<file path="config.mk">
export PLATFORM = sky130hd
export DESIGN_NAME = complex_magnitude_isqrt_flat
export DESIGN_NICKNAME = d
export VERILOG_FILES = /design/src/cmi_pkg.sv /design/src/cmi_if.sv /design/src/cmi_ctrl.sv /design/src/cmi_dp.sv /design/src/complex_magnitude_isqrt.sv /design/src/flat_wrapper.sv
export SDC_FILE = /design/constraint.sdc
export NUM_CORES = 1
export LEC_CHECK = 0
export ABC_AREA = 0
export BUFFER_PORTS_ARGS = -buffer_cell sky130_fd_sc_hd__buf_2
export CAP_MARGIN = 5
export CORE_MARGIN = 1
export CORE_UTILIZATION = 35
export DETAILED_ROUTE_END_ITERATION = 12
export MAX_ROUTING_LAYER = met4
export PLACE_DENSITY = 0.53
export SYNTH_ARGS = -nofsm -noshare
export SYNTH_HDL_FRONTEND = slang
export SYNTH_HIERARCHICAL = 1
export SYNTH_SLANG_ARGS = --single-unit
</file>
<file path="constraint.sdc">
create_clock -name clk -period 12.8 [get_ports clk]
set_clock_uncertainty 0.05 [all_clocks]
set_input_delay 0.64 -clock clk [delete_from_list [all_inputs] [get_ports clk]]
set_output_delay 0.64 -clock clk [all_outputs]
set_load 0.01 [all_outputs]
</file>
<file path="src/cmi_pkg.sv">
`default_nettype none

package cmi_pkg;

  localparam int DATA_W     = 16;
  localparam int MAG_W      = 16;
  localparam int SUM_W      = 32;
  localparam int ROOT_STEPS = 16;
  localparam int STEP_W     = $clog2(ROOT_STEPS);

  // first test bit of the digit-by-digit root
  localparam logic [SUM_W-1:0] FIRST_BIT = 32'h4000_0000;

  typedef enum logic [1:0] {
    ST_IDLE,
    ST_SQUARE,
    ST_ROOT,
    ST_FINISH
  } cmi_state_t;

  typedef struct packed {
    logic load;
    logic square;
    logic step;
    logic emit;
  } cmi_cmd_t;

endpackage

`default_nettype wire

</file>
<file path="src/cmi_if.sv">
`default_nettype none

interface cmi_in_if;
  import cmi_pkg::*;

  logic                     valid;
  logic                     ready;
  logic signed [DATA_W-1:0] sample_real;
  logic signed [DATA_W-1:0] sample_imag;

  modport source (output valid, output sample_real, output sample_imag, input ready);
  modport sink (input valid, input sample_real, input sample_imag, output ready);
endinterface

interface cmi_out_if;
  import cmi_pkg::*;

  logic             valid;
  logic             ready;
  logic [MAG_W-1:0] magnitude;

  modport source (output valid, output magnitude, input ready);
  modport sink (input valid, input magnitude, output ready);
endinterface

`default_nettype wire

</file>
<file path="src/cmi_ctrl.sv">
`default_nettype none

module cmi_ctrl (
  input  wire logic              clk,
  input  wire logic              rst,
  input  wire logic              in_valid,
  input  wire logic              out_busy,
  output logic                   in_ready,
  output cmi_pkg::cmi_cmd_t      cmd
);
  import cmi_pkg::*;

  cmi_state_t        state, state_next;
  logic [STEP_W-1:0] step_cnt, step_cnt_next;

  always_ff @(posedge clk) begin
    if (rst) begin
      state    <= ST_IDLE;
      step_cnt <= '0;
    end else begin
      state    <= state_next;
      step_cnt <= step_cnt_next;
    end
  end

  always_comb begin
    state_next    = state;
    step_cnt_next = step_cnt;
    in_ready      = 1'b0;
    cmd           = '0;
    unique case (state)
      ST_IDLE: begin
        in_ready = 1'b1;
        if (in_valid) begin
          cmd.load   = 1'b1;
          state_next = ST_SQUARE;
        end
      end
      ST_SQUARE: begin
        cmd.square    = 1'b1;
        step_cnt_next = '0;
        state_next    = ST_ROOT;
      end
      ST_ROOT: begin
        cmd.step      = 1'b1;
        step_cnt_next = step_cnt + 1'b1;
        if (step_cnt == STEP_W'(ROOT_STEPS - 1)) begin
          state_next = ST_FINISH;
        end
      end
      ST_FINISH: begin
        // hold the root until the output register is free
        if (!out_busy) begin
          cmd.emit   = 1'b1;
          state_next = ST_IDLE;
        end
      end
      default: begin
        state_next = ST_IDLE;
      end
    endcase
  end

endmodule

`default_nettype wire

</file>
<file path="src/cmi_dp.sv">
`default_nettype none

module cmi_dp #(
  parameter int SAMPLE_WIDTH = 16
) (
  input  wire logic                             clk,
  input  wire logic                             rst,
  input  wire cmi_pkg::cmi_cmd_t                cmd,
  input  wire logic signed [cmi_pkg::DATA_W-1:0] sample_real,
  input  wire logic signed [cmi_pkg::DATA_W-1:0] sample_imag,
  input  wire logic                             out_ready,
  output logic                                  out_valid,
  output logic [cmi_pkg::MAG_W-1:0]             magnitude,
  output logic                                  out_busy
);
  import cmi_pkg::*;

  localparam int SQ_W = 2 * SAMPLE_WIDTH;

  logic [SAMPLE_WIDTH-1:0] re_abs, im_abs;
  logic [SAMPLE_WIDTH-1:0] re_raw, im_raw;
  logic [SQ_W-1:0]         sq_re, sq_im;
  logic [SUM_W-1:0]        rem, root, test_bit;
  logic [SUM_W-1:0]        trial;

  // only the low sample bits count, negate when the sign bit is set
  assign re_raw = sample_real[SAMPLE_WIDTH-1:0];
  assign im_raw = sample_imag[SAMPLE_WIDTH-1:0];

  assign sq_re = re_abs * re_abs;
  assign sq_im = im_abs * im_abs;
  assign trial = root + test_bit;

  always_ff @(posedge clk) begin
    if (cmd.load) begin
      re_abs <= re_raw[SAMPLE_WIDTH-1] ? (~re_raw + 1'b1) : re_raw;
      im_abs <= im_raw[SAMPLE_WIDTH-1] ? (~im_raw + 1'b1) : im_raw;
    end
    if (cmd.square) begin
      rem      <= SUM_W'(sq_re) + SUM_W'(sq_im);
      root     <= '0;
      test_bit <= FIRST_BIT;
    end else if (cmd.step) begin
      if (rem >= trial) begin
        rem  <= rem - trial;
        root <= (root >> 1) + test_bit;
      end else begin
        root <= root >> 1;
      end
      test_bit <= test_bit >> 2;
    end
    if (cmd.emit) begin
      magnitude <= root[MAG_W-1:0];
    end
  end

  always_ff @(posedge clk) begin
    if (rst) begin
      out_valid <= 1'b0;
    end else if (cmd.emit) begin
      out_valid <= 1'b1;
    end else if (out_ready) begin
      out_valid <= 1'b0;
    end
  end

  assign out_busy = out_valid && !out_ready;

endmodule

`default_nettype wire

</file>
<file path="src/complex_magnitude_isqrt.sv">
// channel     dir   payload                        handshake
// sample_in   in    sample_real, sample_imag (s16) valid / ready
// result_out  out   magnitude (u16)                valid / ready
//
// one sample at a time: the sample is taken, then squared and summed,
// then 16 root steps run on a single compare-and-subtract unit, and then
// the output register is loaded with the result
// a new sample is taken while the previous result waits in the output register,
// the finished root then holds until that result is transferred
// rst is synchronous and clears the controller and the output valid flag

`default_nettype none

module complex_magnitude_isqrt #(
  parameter int SAMPLE_WIDTH = 16
) (
  input  wire logic clk,
  input  wire logic rst,
  cmi_in_if.sink    sample_in,
  cmi_out_if.source result_out
);
  import cmi_pkg::*;

  cmi_cmd_t cmd;
  logic     out_busy;
  logic     in_ready;

  cmi_ctrl u_ctrl (
    .clk      (clk),
    .rst      (rst),
    .in_valid (sample_in.valid),
    .out_busy (out_busy),
    .in_ready (in_ready),
    .cmd      (cmd)
  );

  cmi_dp #(
    .SAMPLE_WIDTH (SAMPLE_WIDTH)
  ) u_dp (
    .clk         (clk),
    .rst         (rst),
    .cmd         (cmd),
    .sample_real (sample_in.sample_real),
    .sample_imag (sample_in.sample_imag),
    .out_ready   (result_out.ready),
    .out_valid   (result_out.valid),
    .magnitude   (result_out.magnitude),
    .out_busy    (out_busy)
  );

  assign sample_in.ready = in_ready;

  a_cmd_onehot: assert property (@(posedge clk) disable iff (rst)
    $onehot0({cmd.load, cmd.square, cmd.step, cmd.emit}))
    else $error("more than one datapath command at once");

  a_no_overwrite: assert property (@(posedge clk) disable iff (rst)
    cmd.emit |-> !(result_out.valid && !result_out.ready))
    else $error("result written over one not yet transferred");

  a_load_then_square: assert property (@(posedge clk) disable iff (rst)
    cmd.load |=> cmd.square)
    else $error("square step did not follow sample load");

endmodule

`default_nettype wire

</file>
<file path="src/flat_wrapper.sv">
// flat-port wrapper written by rule: the top's interface ports become plain ports
module complex_magnitude_isqrt_flat import cmi_pkg::*;
#(
  parameter int SAMPLE_WIDTH = 16
)
  (clk, rst, sample_in_valid, sample_in_sample_real, sample_in_sample_imag, sample_in_ready, result_out_valid, result_out_magnitude, result_out_ready);
  cmi_in_if sample_in_i ();
  cmi_out_if result_out_i ();
  input  wire logic clk;
  input  wire logic rst;
  input wire logic [$bits(sample_in_i.valid)-1:0] sample_in_valid;
  input wire logic [$bits(sample_in_i.sample_real)-1:0] sample_in_sample_real;
  input wire logic [$bits(sample_in_i.sample_imag)-1:0] sample_in_sample_imag;
  output wire logic [$bits(sample_in_i.ready)-1:0] sample_in_ready;
  output wire logic [$bits(result_out_i.valid)-1:0] result_out_valid;
  output wire logic [$bits(result_out_i.magnitude)-1:0] result_out_magnitude;
  input wire logic [$bits(result_out_i.ready)-1:0] result_out_ready;
  assign sample_in_i.valid = sample_in_valid;
  assign sample_in_i.sample_real = sample_in_sample_real;
  assign sample_in_i.sample_imag = sample_in_sample_imag;
  assign sample_in_ready = sample_in_i.ready;
  assign result_out_valid = result_out_i.valid;
  assign result_out_magnitude = result_out_i.magnitude;
  assign result_out_i.ready = result_out_ready;
  complex_magnitude_isqrt #(.SAMPLE_WIDTH(SAMPLE_WIDTH)) u_core (.clk(clk), .rst(rst), .sample_in(sample_in_i), .result_out(result_out_i));
endmodule
</file>
==> metrics, run 1 <==
Worst EP arrival=8.64 ns; CTS tree=done; post-route non-filler standard cell count=3483; row cnt=95; commonest non-fill, non-tap cell in the layout=inv_1; Worst setup SP type=register; Setup crit end kind=register; Peak Freq=0.1178 GHz; Sink Count=135; Syn Nets=3294; FF-to-FF path depth=24; design area=25810 µm²; io pins=54; vias in the first global route=18.95k; insertion delay to the later sink of the worst-skew pair=0.48 ns; hold path depth=1; Final min period=8.490 ns; Setup CP Type=register to register; post-synth top area share=0.3188; leading area contributor after synthesis=fa_1; main area contributors after synthesis=fa_1, ha_1, edfxtp_1; most frequent cells in the layout=inv_1, fa_1, ha_1; post-synthesis average cell area=9.257 µm²; placed cells=3451; core box area=67630 µm²; final worst path period share=0.6633; RD Place Congestion=0.8775; # fillers=6807; DIE AREA=69960 µm²; DRT iter0 DRCs=904; Yosys cell types=73; residual overflow from global routing=0; critical path fanouts, max=17; area grow syn2layout=7.041%; DR vias=17.54k; clock root buffer=clkbuf_16; ANT nets after route=0; Final nets=3286; R2R Setup Slk=4.31 ns; EDFF count, synth=80; # resized after CTS=0; die span in x=264.5 µm; Mapped Cells=2605; H-tree Lvls=4; Min-Delay Path Class=input pin to register; Hold Violations, Final=0; Ys Warns=6; Hold Crit Endpoint=u_core/u_dp/im_abs[0]; status=finished, final reports clean; reg2reg start=u_core/u_dp/im_abs[1]; drt via density=5.036; mapped cell area=24120 µm²; Max clock buf depth=2; final setup fails=0; Residual DRC=0; PortBufs=53; antenna violations before repair=0; Required @ worst endpoint=12.95 ns; drt pass-1 iters=6; RSZ-0062 raised after global routing=false; synthesized flop and latch total=135; Routed WL=57890 µm; max_cap viols=0; DP Wirelength=48600 µm; WL/cell=16.62 µm; antenna cells=0; layout cell share with drive strength beyond 1=0.05019; Total Routing Usage GR=0.1807; worst slew pin tran=1.106 ns; CTS Hold Buffers Added=0; largest net degree at the start of global routing=81; Reg clk slew, reported paths=0.07 ns; Slew Limit Fails=0; Post-CTS Setup Inserts=0; Num CTS Buffers=17; setup tns final=0 ns; Top FF cell, synth=edfxtp_1; RR Endpoint=u_core/u_dp/rem[29]; die height=264.5 µm; post-synthesis sequential area ratio=0.1453; DP Area=25200 µm²; FFs w/ async S/R, synth=0; hold path start=sample_in_sample_imag[0]; Initial Util=0.3566; first-pass GRT wire length=97950 µm; Max-slew headroom=0.2624
[per-layer routing]
layer,GRT usage,share of wire
met1,0.2264,0.45
met2,0.3040,0.50
met3,0.02211,0.027
met4,0.05563,0.023
met5,-,0
[worst max-delay path, cell delays in order (launching register included)]
cell and delay [ns]:
edfxtp_1 0.77, inv_1 0.36, nor2_1 0.23, inv_1 0.08
fa_1 0.46, fa_1 0.55, inv_1 0.05, fa_1 0.51
inv_1 0.06, fa_1 0.53, inv_1 0.05, fa_1 0.45
fa_1 0.41, fa_1 0.54, fa_1 0.43, ha_1 0.40
a21o_1 0.21, a221oi_1 0.27, o21ai_0 0.14, o21ai_0 0.57
a21oi_1 0.21, o21ai_0 0.47, o21ai_0 0.18, xnor2_1 0.16
a21oi_1 0.08
[synthesized netlist by cell type, drive strengths merged, types with 10 or more instances]
| cell | instances |
|---|---|
| o31ai | 20 |
| nand2 | 204 |
| buf | 10 |
| xnor2 | 83 |
| xor2 | 53 |
| inv | 529 |
| a211oi | 32 |
| nand4 | 12 |
| nand2b | 17 |
| nand3 | 24 |
| o21ai | 89 |
| nor2 | 152 |
| o211ai | 12 |
| clkbuf | 79 |
| a21o | 40 |
| a21oi | 100 |
| mux2i | 29 |
| o21bai | 18 |
| nor3 | 16 |
| and3 | 13 |
| edfxtp | 80 |
| fa | 384 |
| ha | 269 |
| dfxtp | 55 |
| nor2b | 20 |
| or3 | 10 |
| a31oi | 31 |
| a31o | 10 |
| and2 | 114 |
| a311oi | 10 |
[cell families (layout without fill, tap and decap cells)]
group                      Yosys count  after routing  synth area share
muxes                               36             36           0.01531
AOI/OAI and AO/OA                  412            412            0.1115
xor gates and xnor gates           136            136           0.04939
adders and majority gates          653            653            0.4583
buffers and inverters              618            623           0.09728
DFF                                135            135            0.1453
and+or+nand+nor                    615            615            0.1229
[state kept, by name, summed over array words and instances (netlist names)]
register / cells
u_core/u_dp/rem: 32
u_core/u_dp/root: 32
u_core/u_dp/out_valid: 1
u_core/u_dp/magnitude: 16
u_core/u_ctrl/state: 2
u_core/u_dp/im_abs: 16
u_core/u_ctrl/step_cnt: 4
u_core/u_dp/test_bit: 16
u_core/u_dp/re_abs: 16
[how the worst max path moves through the flow]
stage / from / endpoint / slack (ns) / cells after the start
finish: u_core/u_dp/im_abs[1] / u_core/u_dp/rem[29] / 4.31 / 24
global route: u_core/u_dp/im_abs[1] / u_core/u_dp/rem[29] / 4.02 / 24
CTS: u_core/u_dp/im_abs[1] / u_core/u_dp/rem[29] / 4.43 / 24
detailed placement: u_core/u_dp/im_abs[1] / u_core/u_dp/rem[29] / 4.45 / 24
global placement: u_core/u_dp/im_abs[1] / u_core/u_dp/rem[29] / 4.54 / 24
floorplan: u_core/u_dp/re_abs[4] / u_core/u_dp/rem[29] / 5.60 / 24
[cell type report]
type                       count  area (µm²)  area share
timing repair buffer          62       332.8     0.01289
tap                          873        1092     0.04232
multi-input combinational   1852       18280      0.7083
clock inverter                15       191.4    0.007416
clock buffer                  17       425.4     0.01648
inverter                     529        1986     0.07692
sequential                   135        3503      0.1357
[metrics by stage]
stage | setup slack (ns) | util | hold slack (ns)
after global routing | 4.016 | 0.3817 | 0.3379
after detailed placement | 4.449 | 0.3725 | 0.4420
after floorplan | 5.602 | - | 0.3848
after global placement | 4.535 | 0.3725 | 0.4166
after CTS | 4.430 | 0.3817 | 0.3186
final | 4.310 | 0.3817 | 0.3592
Power of run 1 is left out: the tool's default activity adds up to more than one toggle a clock period on the data nets, which glitch-free logic cannot reach.
==> run 2, diff against run 1 <==
--- a/config.mk
+++ b/config.mk
@@ -12,7 +12,7 @@
 export CORE_UTILIZATION = 35
 export DETAILED_ROUTE_END_ITERATION = 12
 export MAX_ROUTING_LAYER = met4
-export PLACE_DENSITY = 0.53
+export PLACE_DENSITY = 0.54
 export SYNTH_ARGS = -nofsm -noshare
 export SYNTH_HDL_FRONTEND = slang
 export SYNTH_HIERARCHICAL = 1
==> constraint.sdc (replaced) <==
create_clock -name clk -period 7.39 [get_ports clk]
set_clock_uncertainty 0.05 [all_clocks]
set_input_delay 0.3695 -clock clk [delete_from_list [all_inputs] [get_ports clk]]
set_output_delay 0.3695 -clock clk [all_outputs]
set_load 0.01 [all_outputs]
==> run 2 against run 1 <==
  * Critical path depth is the same
  * Global-route usage increased by 0.18 points
  * Sequential share of layout area down 0.75 points
  * Critical path type unchanged
  * Non-clock buffer count grew 155
==> metrics, run 2 (same netlist as run 1, synthesis figures left out) <==
status=finished, final reports clean; R2R Setup Slk=0.10 ns (-4.21 ns); Reg clk slew, reported paths=0.07 ns (about the same); Peak Freq=0.1372 GHz (+16%); largest net degree at the start of global routing=79 (-2.5%); die span in x=264.5 µm (unchanged); ANT nets after route=0 (unchanged); Max clock buf depth=2 (unchanged); RD Place Congestion=0.8981 (+2.3%); row cnt=95 (unchanged); hold path depth=1 (unchanged); critical path fanouts, max=3 (-14); CTS tree=done; insertion delay to the later sink of the worst-skew pair=0.46 ns (-0.02 ns); area grow syn2layout=13.27%; design area=27310 µm² (+5.8%); Residual DRC=0 (unchanged); FF-to-FF path depth=24 (unchanged); RR Endpoint=u_core/u_dp/rem[30]; DP Wirelength=50950 µm (+4.8%); Worst EP arrival=7.43 ns (-1.21 ns); most frequent cells in the layout=inv_1, fa_1, ha_1; WL/cell=16.55 µm (-0.43%); PortBufs=53 (unchanged); max_cap viols=0 (unchanged); Final nets=3441 (+4.7%); hold path start=sample_in_sample_imag[0]; drt via density=4.950 (-1.7%); reg2reg start=u_core/u_dp/im_abs[11]; RSZ-0062 raised after global routing=true; Num CTS Buffers=17 (unchanged); Initial Util=0.3566 (unchanged); layout cell share with drive strength beyond 1=0.1219 (+0.07169); Final Util=0.4039 (+0.02220); clock root buffer=clkbuf_16; Required @ worst endpoint=7.53 ns (-5.42 ns); residual overflow from global routing=0 (unchanged); DP Area=26070 µm² (+3.5%); Max-slew headroom=0.3258 (+0.06338); CTS Hold Buffers Added=0 (unchanged); commonest non-fill, non-tap cell in the layout=inv_1; worst slew pin tran=1.011 ns (-0.09507 ns); Min-Delay Path Class=input pin to register; final setup fails=0 (unchanged); core box area=67630 µm² (unchanged); top flop regs=u_core/u_dp/rem x32, u_core/u_dp/root x32; io pins=54 (unchanged); Worst setup SP type=register; DRT iter0 DRCs=989 (+9.4%); vias in the first global route=19.04k (+0.48%); die height=264.5 µm (unchanged); Hold Crit Endpoint=u_core/u_dp/im_abs[0]; hold_ws=0.09271 ns (-0.2665 ns); antenna cells=0 (unchanged); Hold Violations, Final=0 (unchanged); Routed WL=60200 µm (+4.0%); Setup crit end kind=register; final worst path period share=0.9863 (+0.3230); Slew Limit Fails=0 (unchanged); DIE AREA=69960 µm² (unchanged); Sink Count=135 (unchanged); first-pass GRT wire length=98690 µm (+0.76%); H-tree Lvls=4 (unchanged); DR vias=18.01k (+2.7%); antenna violations before repair=0 (unchanged); Final min period=7.289 ns (-1.201 ns); Total Routing Usage GR=0.1825 (+0.001846); drt pass-1 iters=5 (-1); Setup CP Type=register to register
## run 2: worst max path at each step
stage	start	end	slack, ns	cells after the start
floorplan	u_core/u_dp/re_abs[4]	u_core/u_dp/rem[29]	0.19	24
global placement	u_core/u_dp/im_abs[8]	u_core/u_dp/rem[30]	-0.16	26
detailed placement	u_core/u_dp/im_abs[8]	u_core/u_dp/rem[30]	-0.21	26
CTS	u_core/u_dp/re_abs[9]	u_core/u_dp/rem[30]	-0.02	23
global route	u_core/u_dp/re_abs[3]	u_core/u_dp/rem[30]	-0.13	23
finish	u_core/u_dp/im_abs[11]	u_core/u_dp/rem[30]	0.10	24
## run 2: final cells by class
class / count / area [µm²]
clock buffers: 17 / 425.4
clock inverters: 15 / 191.4
fillers: 6658 / 40320
inverters: 529 / 1989
multi-input cells: 1852 / 18550
flip-flops and latches: 135 / 3503
well taps: 873 / 1092
repair buffers: 217 / 1560
## run 2: metal layers
layer,vias to the layer above,global-route usage,part of all wire
li1,8679,-,-
met1,9002,0.2332,0.45
met2,281,0.3085,0.50
met3,46,0.01784,0.029
met4,0,0.04855,0.022
met5,-,-,0
## run 2: critical path, cell delays in order, from the launching register on
cell and delay [ns]:
edfxtp_1 0.39, buf_4 0.18, inv_2 0.08, nor2_1 0.07, fa_1 0.54, inv_1 0.07, fa_1 0.52, inv_1 0.05
fa_1 0.48, fa_1 0.57, fa_1 0.45, fa_1 0.57, fa_1 0.44, fa_1 0.52, ha_4 0.30, and3_4 0.20
and4_1 0.21, o211ai_1 0.18, buf_4 0.20, a21oi_4 0.18, nor3_4 0.08, o31ai_4 0.27, a21oi_2 0.10, a211oi_2 0.19
o311ai_1 0.13
## run 2: timing repair
item / 4_1_cts / 5_1_grt
setup endpoints to repair: 6 / 15
endpoints found under the hold margin: 0 / 0
setup buffers: 4 / 41
pin swaps: 2 / 52
resized for setup: 4 / 75
## run 2: metrics by stage
step / setup WS [ns] / TNS (ns) / std cells
2_1_floorplan: 0.1920 / 0 / 2605
3_3_place_gp: -0.1624 / -0.5231 / 3560
3_5_place_dp: -0.2074 / -0.6574 / 3561
4_1_cts: -0.02418 / -0.02418 / 3597
5_1_grt: -0.1289 / -0.2006 / 3638
6_report: 0.1012 / 0 / 3638
Power of run 2 is left out for the same reason.
==> run 3, diff against run 2 <==
--- a/config.mk
+++ b/config.mk
@@ -5,7 +5,7 @@
 export SDC_FILE = /design/constraint.sdc
 export NUM_CORES = 1
 export LEC_CHECK = 0
-export ABC_AREA = 0
+export ABC_AREA = 1
 export BUFFER_PORTS_ARGS = -buffer_cell sky130_fd_sc_hd__buf_2
 export CAP_MARGIN = 5
 export CORE_MARGIN = 1
==> run 3 against run 2 <==
  * Cell area increased by 2.4%
  * Fmax rose by 2.8%
  * Non-clock buffer count is 105 lower
  * Worst hold slack got worse by 0.029 ns
  * Global-route usage rose by 2.0 points
  * Sequential share of layout area fell by 0.30 points
  * Via count increased by 16%
  * Largest cell class unchanged
==> metrics, run 3 <==
layout cell share with drive strength beyond 1=0.05136 (-0.07052); top cells by count, synth=inv_1, nand2_1, fa_1; Max clock buf depth=2 (unchanged); Syn Nets=4045 (+23%); CTS tree=done; Yosys cell types=50 (-32%); die height=273.6 µm (+3.4%); DRT iter0 DRCs=1224 (+24%); H-tree Lvls=4 (unchanged); synthesized flop and latch total=135 (unchanged); row cnt=99 (+4.2%); DIE AREA=74850 µm² (+7.0%); RD Place Congestion=0.9637 (+7.3%); Max-slew headroom=0.3960 (+0.07022); design area=27980 µm² (+2.4%); Required @ worst endpoint=7.56 ns (+0.03 ns); post-synth top area share=0.2978 (-0.02098); Final min period=7.092 ns (-0.1970 ns); post-synthesis average cell area=7.692 µm² (-17%); Total Routing Usage GR=0.2030 (+0.02049); FF-to-FF path depth=22 (-8.3%); largest net degree at the start of global routing=47 (-41%); hold path depth=1 (unchanged); status=finished, final reports clean; count leader, synth=inv_1; PortBufs=53 (unchanged); # fillers=7649 (+15%); post-synthesis sequential area ratio=0.1357 (-0.009562); drt pass-1 iters=7 (+2); Worst setup SP type=register; Mapped Cells=3356 (+29%); first-pass GRT wire length=115100 µm (+17%); worst slew pin tran=0.9047 ns (-0.1067 ns); insertion delay to the later sink of the worst-skew pair=0.48 ns (+0.02 ns); ANT nets after route=0 (unchanged); Hold Violations, Final=0 (unchanged); Setup crit end kind=register; Reg clk slew, reported paths=0.06 ns (about the same); die span in x=273.6 µm (+3.4%); footprint of the multi-input gates=18810 µm² (+1.4%); commonest non-fill, non-tap cell in the layout=inv_1; area grow syn2layout=8.385%; FFs w/ async S/R, synth=0 (unchanged); RSZ-0062 raised after global routing=true; Sink Count=135 (unchanged); Min-Delay Path Class=input pin to register; storage element area=3503 µm² (unchanged); Initial Util=0.3538 (-0.002736); R2R Setup Slk=0.30 ns (+0.20 ns); Num CTS Buffers=17 (unchanged); reg2reg start=u_core/u_dp/im_abs[10]; Top FF cell, synth=edfxtp_1; Residual DRC=0 (unchanged); final worst path period share=0.9597 (-0.02665); core box area=72960 µm² (+7.9%); hold path start=sample_in_sample_imag[0]; DP Wirelength=59740 µm (+17%); leading area contributor after synthesis=fa_1; DR vias=20.93k (+16%); Final nets=4083 (+19%); drt via density=4.793 (-3.2%); WL/cell=16.21 µm (-2.1%); DP Area=27260 µm² (+4.6%); io pins=54 (unchanged); EDFF count, synth=80 (unchanged); critical path fanouts, max=12 (+9); most frequent cells in the layout=inv_1, nand2_1, fa_1; Worst EP arrival=7.26 ns (-0.17 ns); residual overflow from global routing=0 (unchanged); vias in the first global route=21.68k (+14%); Critical path origin=u_core/u_dp/im_abs[10]; max_cap viols=0 (unchanged); Ys Warns=6 (unchanged); mapped cell area=25810 µm² (+7.0%); Routed WL=70760 µm (+18%); Slew Limit Fails=0 (unchanged); top flop regs=u_core/u_dp/rem x32, u_core/u_dp/root x32; antenna violations before repair=0 (unchanged); antenna cells=0 (unchanged); clock root buffer=clkbuf_16; Setup CP Type=register to register; Peak Freq=0.1410 GHz (+2.8%); final setup fails=0 (unchanged); main area contributors after synthesis=fa_1, ha_1, inv_1
[run 3: cell count changes after synthesis, sizes merged, moves of 31 or more]
cell | previous run | this run
nand2 | 204 | 738
inv | 529 | 831
nand3 | 24 | 168
and2 | 114 | 8
a21oi | 100 | 164
nor2 | 152 | 200
xnor2 | 83 | 36
o21ai | 89 | 130
a21o | 40 | 8
a211oi | 32 | 1
[run 3: cell type report]
| class | instances | area share |
|---|---|---|
| clock buffer | 24 | 0.01842 |
| multi-input combinational | 2297 | 0.6723 |
| sequential | 135 | 0.1252 |
| clock inverter | 8 | 0.002012 |
| tap | 959 | 0.04289 |
| inverter | 831 | 0.1115 |
| timing repair buffer | 112 | 0.02764 |
[run 3: worst paths after layout]
| kind | endpoint |
|---|---|
| max | u_core/u_dp/rem[22] |
| min | u_core/u_dp/im_abs[0] |
| max reg2reg | u_core/u_dp/rem[22] |
| min reg2reg | u_core/u_dp/magnitude[0] |
[run 3: logic make-up after synthesis]
logic type      after synthesis  share of synthesized area
simple gates               1199                     0.1937
buf+inv                     924                     0.1360
fa+ha+maj                   653                     0.4282
compound gates              350                    0.07421
flops                       135                     0.1357
xor+xnor                     95                    0.03223
[run 3: timing repair]
action,4_1_cts,5_1_grt
setup buffers,0,14
endpoints found under the setup margin,0,9
hold endpoints to repair,1,0
hold buffers,1,0
gates resized for setup,0,1
[run 3: worst max-delay path, cell delays in order, from the launching register on]
cell and delay (ns):
edfxtp_1 0.73, nand2_1 0.26, fa_1 0.54, fa_1 0.54, inv_1 0.06, fa_1 0.49, inv_1 0.05, fa_1 0.53
inv_1 0.05, fa_1 0.50, fa_1 0.43, fa_1 0.51, fa_1 0.42, ha_1 0.33, inv_1 0.09, o21ai_0 0.13
a21oi_1 0.23, nand3_1 0.26, nand3_1 0.14, nand2_1 0.06, or2_2 0.27, nand3_1 0.09, nand2_1 0.06
[run 3: routing by layer]
layer	up-vias	routed length, µm	global-route usage
met3	76	2147	0.01982
li1	10318	-	-
met1	10158	30210	0.2393
met4	0	1304	0.05116
met5	-	0	-
met2	375	37090	0.3669
[run 3: stage by stage]
step                std cells  hold WS, ns  setup TNS [ns]  setup WS, ns  utilization
finish                   4366      0.06389               0        0.2981       0.3835
global route             4366      0.03938       -0.005313     -0.005313       0.3835
CTS                      4352      0.03320               0        0.2098       0.3816
detailed placement       4319       0.4421               0        0.2389       0.3737
global placement         4319       0.4400               0        0.2845       0.3737
floorplan                3356       0.3858               0        0.7411            -
Power of run 3 is left out for the same reason.
